===== src/rtl/abkf_div.sv =====
// ----------------------------------------------------------------------------
// abkf_div
// Restoring divider, one quotient bit a cycle, truncates toward zero.
// ----------------------------------------------------------------------------
module abkf_div (
  input  logic               clk,
  input  logic               rst_n,
  input  logic               start,
  input  logic signed [31:0] num,
  input  logic [32:0]        den,
  output logic               busy,
  output logic signed [63:0] quo
);
  logic [61:0] q_r, q_nxt;
  logic [32:0] rem_r, rem_nxt;
  logic [5:0]  cnt_r, cnt_nxt;
  logic        neg_r, neg_nxt, busy_r, busy_nxt;
  logic [33:0] trial;

  always_comb begin
    q_nxt = q_r; rem_nxt = rem_r; cnt_nxt = cnt_r; neg_nxt = neg_r; busy_nxt = busy_r;
    trial = {rem_r, q_r[61]};
    if (start) begin
      q_nxt = {(num[31] ? 32'(-num) : 32'(num)), 30'd0};
      rem_nxt = '0; cnt_nxt = 6'd62; neg_nxt = num[31]; busy_nxt = 1'b1;
    end else if (busy_r) begin
      if (trial >= {1'b0, den}) begin
        rem_nxt = 33'(trial - {1'b0, den});
        q_nxt = {q_r[60:0], 1'b1};
      end else begin
        rem_nxt = trial[32:0];
        q_nxt = {q_r[60:0], 1'b0};
      end
      cnt_nxt = cnt_r - 6'd1;
      if (cnt_r == 6'd1) busy_nxt = 1'b0;
    end
  end

  always_ff @(posedge clk) begin
    if (!rst_n) begin
      busy_r <= 1'b0; cnt_r <= '0;
    end else begin
      busy_r <= busy_nxt; cnt_r <= cnt_nxt;
    end
    q_r <= q_nxt; rem_r <= rem_nxt; neg_r <= neg_nxt;
  end

  assign busy = busy_r;
  assign quo = neg_r ? -$signed({2'b00, q_r}) : $signed({2'b00, q_r});
endmodule


===== config.mk =====
export PLATFORM = sky130hd
export DESIGN_NAME = abkf_div
export DESIGN_NICKNAME = d
export VERILOG_FILES = /design/src/rtl/abkf_div.sv
export SDC_FILE = /design/constraint.sdc
export NUM_CORES = 1
export LEC_CHECK = 0
export BUFFER_PORTS_ARGS = -buffer_cell sky130_fd_sc_hd__buf_2
export CORE_UTILIZATION = 45
export CTS_CLUSTER_DIAMETER = 120
export DETAILED_ROUTE_END_ITERATION = 8
export PLACE_DENSITY = 0.74
export SLEW_MARGIN = 20
export SYNTH_ARGS = -nofsm -noshare
export SYNTH_HDL_FRONTEND = slang
export SYNTH_SLANG_ARGS = --single-unit

===== constraint.sdc =====
create_clock -name clk -period 8 [get_ports clk]
set_input_delay 1.6 -clock clk [delete_from_list [all_inputs] [get_ports clk]]
set_output_delay 1.6 -clock clk [all_outputs]
set_load 0.02 [all_outputs]

======== Yosys cells after proc, flatten, opt, wreduce, memory -nomap -nowiden ========
Cells that the tools add are included.
word-level totals
  word-level logic and storage cells ...... 27
  bits in registers ....................... 103
  output and inout bits ................... 65
operators by class
  add/sub/neg operators ................... 4
  muxes and demuxes ....................... 11
  reductions and logical operators ........ 2
  equality and inequality tests ........... 1
  order comparisons ....................... 1
  bitwise gates (word level) .............. 1
operators by type and width
  kind                 number
  $mux 62              2
  $mux 64              1
  $neg 62->64          1
  $ge 34x33->1         1
  $mux 33              1
  $sub 33x33->33       1
  $mux 32              1
  $neg 32->32          1
  $mux 6               2
  $eq 6x1->1 const B   1
  $sub 6x1->6 const B  1
  $mux 1               4
  $reduce_bool 2->1    1
  $reduce_or 2->1      1
  $not 1->1            1

======== Longest topological paths before layout ========
  word-level depth ........................ 4
  mapped depth ............................ 15
  mapped depth without buffers ............ 13

======== Worst setup path after synthesis ========
OpenSTA, ideal clock, no wires.
  path kind ............................... reg2out
  start ................................... register q_r[39]
  end ..................................... output quo[61]
  path buffers ............................ 0
  arrival ................................. 3.081 ns
  setup slack ............................. 3.319 ns
  cell stages (with the launch flop) ...... 10
  cell sequence ........................... edfxtp_1 -> or3_1 -> or3_1 -> or3_1 -> or3_1 -> nor3_2 -> nand4_1 -> or4_4 -> o31ai_1 -> xnor2_1
between the ends
  cells in the longest elaborated chain, start to end .. 2
RTL lines
  item                    RTL line  source
  start, declared         14        logic [61:0] q_r, q_nxt;
  start signal, assigned  45        q_r <= q_nxt; rem_r <= rem_nxt; neg_r <= neg_nxt;
  $neg 62->64             49        assign quo = neg_r ? -$signed({2'b00, q_r}) : $signed({2'b00, q_r});
  $mux 64                 49
  end, declared           12        output logic signed [63:0] quo
Every way passes these cells.

======== Final worst setup path ========
  start ................................... register q_r[39]
  end ..................................... output quo[60]
Same word-level chain as after synthesis.

==> summary.md <==
| Metric | Value |
|---|---|
| Setup Skew | `0.0113 ns` |
| Grt total ovfl | `0` |
| Setup Buffers After CTS | `0` |
| Setup TNS | `0 ns` |
| GRT Total Usage | `22.2%` |
| Min cycle time layout | `5.42 ns` |
| Worst R2R End | `rem_r[0]` |
| Slew headroom | `34.9%` |
| Power Dens Cells | `160 nW/um2` |
| Leak pwr | `3.85 nW` |
| Worst EP required | `6.40 ns` |
| Synth area leader | `dfxtp_1` |
| Routability cong. | `0.890` |
| TritonCTS Buffers | `9` |
| Clk_lat worst skew | `0.35 ns` |
| Worst Hold Class | `register to register` |
| Hold Crit Depth | `2` |
| Slew @ Worst Pin | `0.977 ns` |
| Top post-synthesis cells by area | `dfxtp_1, edfxtp_1, xnor2_1` |
| FF-to-FF Start | `q_r[61]` |
| Clock buffer depth | `2` |
| Max Freq | `0.185 GHz` |
| Clk pin slew, worst setup/hold paths | `0.08 ns` |
| Fraction of layout cells with a size suffix above 1 | `16.4%` |
| Post-route cell area | `9040 um2` |
| Number of global-route vias before repair | `6791` |
| Asr flop ratio synth | `0%` |
| Synth Area per Inst | `8.12 um2` |
| Mapped Cells | `972` |
| Placed cell areas | `8710 um2` |
| Pin count of the biggest net entering global routing | `79` |
| # H-tree levels | `3` |
| Clk sinks | `103` |
| Area share of the largest cell type after synthesis | `17.7%` |
| Final setup viols | `0` |
| Most common cell in the synthesized netlist | `nand2_1` |
| Ys Warns | `0` |
| Antenna violations before repair | `0` |
| Vias per inst | `5.71` |
| TritonCTS clock tree | `yes` |
| Clock root buffer | `clkbuf_16` |
| Beginning of the worst hold path | `rem_r[7]` |
| PnR Total Power | `0.00145 W` |
| Io pins | `133` |
| Syn nets | `1078` |
| Hold Buf Count CTS | `0` |
| Via count | `7426` |
| Top FF cell, synth | `dfxtp_1` |
| Die H | `134 um` |
| Router iterations before antenna repair | `5` |
| Die area | `18100 um2` |
| Area growth, synth to finish | `14.5%` |
| Max Slew Vio Count | `0` |
| DRT iter0 DRCs | `450` |
| Number of cells on the worst reg-to-reg path | `14` |
| Final WL | `19600 um` |
| Row count | `48` |
| HPWL after DPL | `14400 um` |
| DRC | `0` |
| R2R setup slack | `3.80 ns` |
| CP arrival | `3.82 ns` |
| # diodes | `0` |
| WHS Endpoint | `rem_r[8]` |
| Worst Setup Start Kind | `register` |
| Final period util | `67.7%` |
| Synth top cells by count | `nand2_1, o21ai_0, nor2_1` |
| Flops & latches, synth | `103` |
| Post-layout nets | `1177` |
| DRT antenna net count | `0` |
| Run status | `finished clean` |
| Post-CTS Resized | `0` |
| Routed len/inst | `15.1 um` |
| RSZ-0062 raised after global routing | `false` |
| Final core occ | `52.4%` |
| Post-synthesis cell area | `7900 um2` |
| Starting Density | `45.8%` |
| Worst Path Max Fanout | `5` |
| Post-synth cell types | `61` |
| IR drop worst, VDD | `0.000119 V` |
| Part of the Yosys area used for sequential elements | `30.3%` |
| IO Port Bufs | `132` |
| First-pass GRT wire length | `32600 um` |
| Die width | `134 um` |
| Final Hold Vio Count | `0` |
| Crit Path Category | `register to output pin` |
| Critical path endpoint category | `output pin` |
| Post-synth EDFFs | `33` |
| Max cap viols | `0` |
| Core ar. | `17200 um2` |
==> cell type report <==
cell class                 instances  area [um2]
clock buffer                      10         250
timing repair buffer             138         726
clock inverter                     5        52.6
inverter                          50         188
tap                              225         282
sequential                       103        2400
fill                            1651        8200
multi-input combinational        769        5140
==> worst max-delay path by stage <==
| stage | from | to | slack, ns | cells past startpoint |
|---|---|---|---|---|
| after detailed placement | den[0] | rem_r[0] | 2.79 | 14 |
| after global placement | den[0] | rem_r[0] | 2.89 | 14 |
| after floorplan | q_r[39] | quo[61] | 3.32 | 9 |
| after CTS | q_r[39] | quo[60] | 2.58 | 10 |
| final | q_r[39] | quo[60] | 2.58 | 10 |
| after global routing | q_r[2] | quo[61] | 2.42 | 10 |
==> flip-flops by register name, indices dropped and copies added, names as in the netlist <==
signal  flops
rem_r      33
busy        1
neg_r       1
q_r        62
cnt_r       6
==> cell families after synthesis <==
family / Yosys count / synth area share [%]
DFF: 103 / 30.3
AOI/OAI and AO/OA: 256 / 21.9
xor gates and xnor gates: 119 / 13.2
adders and majority gates: 38 / 6.12
buffers and inverters: 100 / 4.80
muxes: 34 / 4.34
and+or+nand+nor: 322 / 19.3
==> stage by stage <==
step | hold WS, ns | worst slack (ns) | cells
after floorplan | 0.445 | 3.32 | 972
after global placement | 0.489 | 2.89 | 1284
after detailed placement | 0.495 | 2.79 | 1284
after CTS | 0.506 | 2.58 | 1299
after global routing | 0.527 | 2.42 | 1300
final | 0.508 | 2.58 | 1300
==> layout by cell type, fill, tap and decap left out, drive strengths merged, types with 7 or more instances in the layout <==
| cell type | instances |
|---|---|
| a21o | 12 |
| edfxtp | 33 |
| nor2b | 8 |
| nand2 | 117 |
| xor2 | 44 |
| a311oi | 17 |
| inv | 53 |
| mux2i | 32 |
| nand3 | 30 |
| or3 | 17 |
| nor2 | 83 |
| o21ai | 90 |
| a21oi | 37 |
| buf | 138 |
| o31ai | 34 |
| dfxtp | 70 |
| nand4 | 10 |
| and3 | 7 |
| nor3 | 12 |
| clkbuf | 10 |
| nand2b | 8 |
| ha | 37 |
| o41ai | 14 |
| xnor2 | 75 |
| or4 | 15 |
==> power breakdown <==
group	internal, W	total, W	leakage [nW]	switching (W)
Sequential	0.000576	0.000623	0.917	0.0000475
Clock	0.000248	0.000453	0.155	0.000205
Combinational	0.000152	0.000370	2.78	0.000218
==> metal layers <==
layer  vias up  part of all wire, %  GRT usage, %
met1      3453                   47          30.4
met5         -                    0             0
met4         0                  1.8          6.99
li1       3693                    -             -
met3        30                  6.6          3.90
met2       250                   45          35.5
==> critical path, cell delays in order, from the launching register on <==
cell,delay [ns]
edfxtp_1,0.44
or3_1,0.43
or3_1,0.35
or3_1,0.36
or3_1,0.37
nor3_2,0.16
nand4_1,0.20
or4_1,0.56
o21ai_0,0.26
xnor2_1,0.15
buf_2,0.18
No activity file was read; power rests on OpenSTA's default activity.
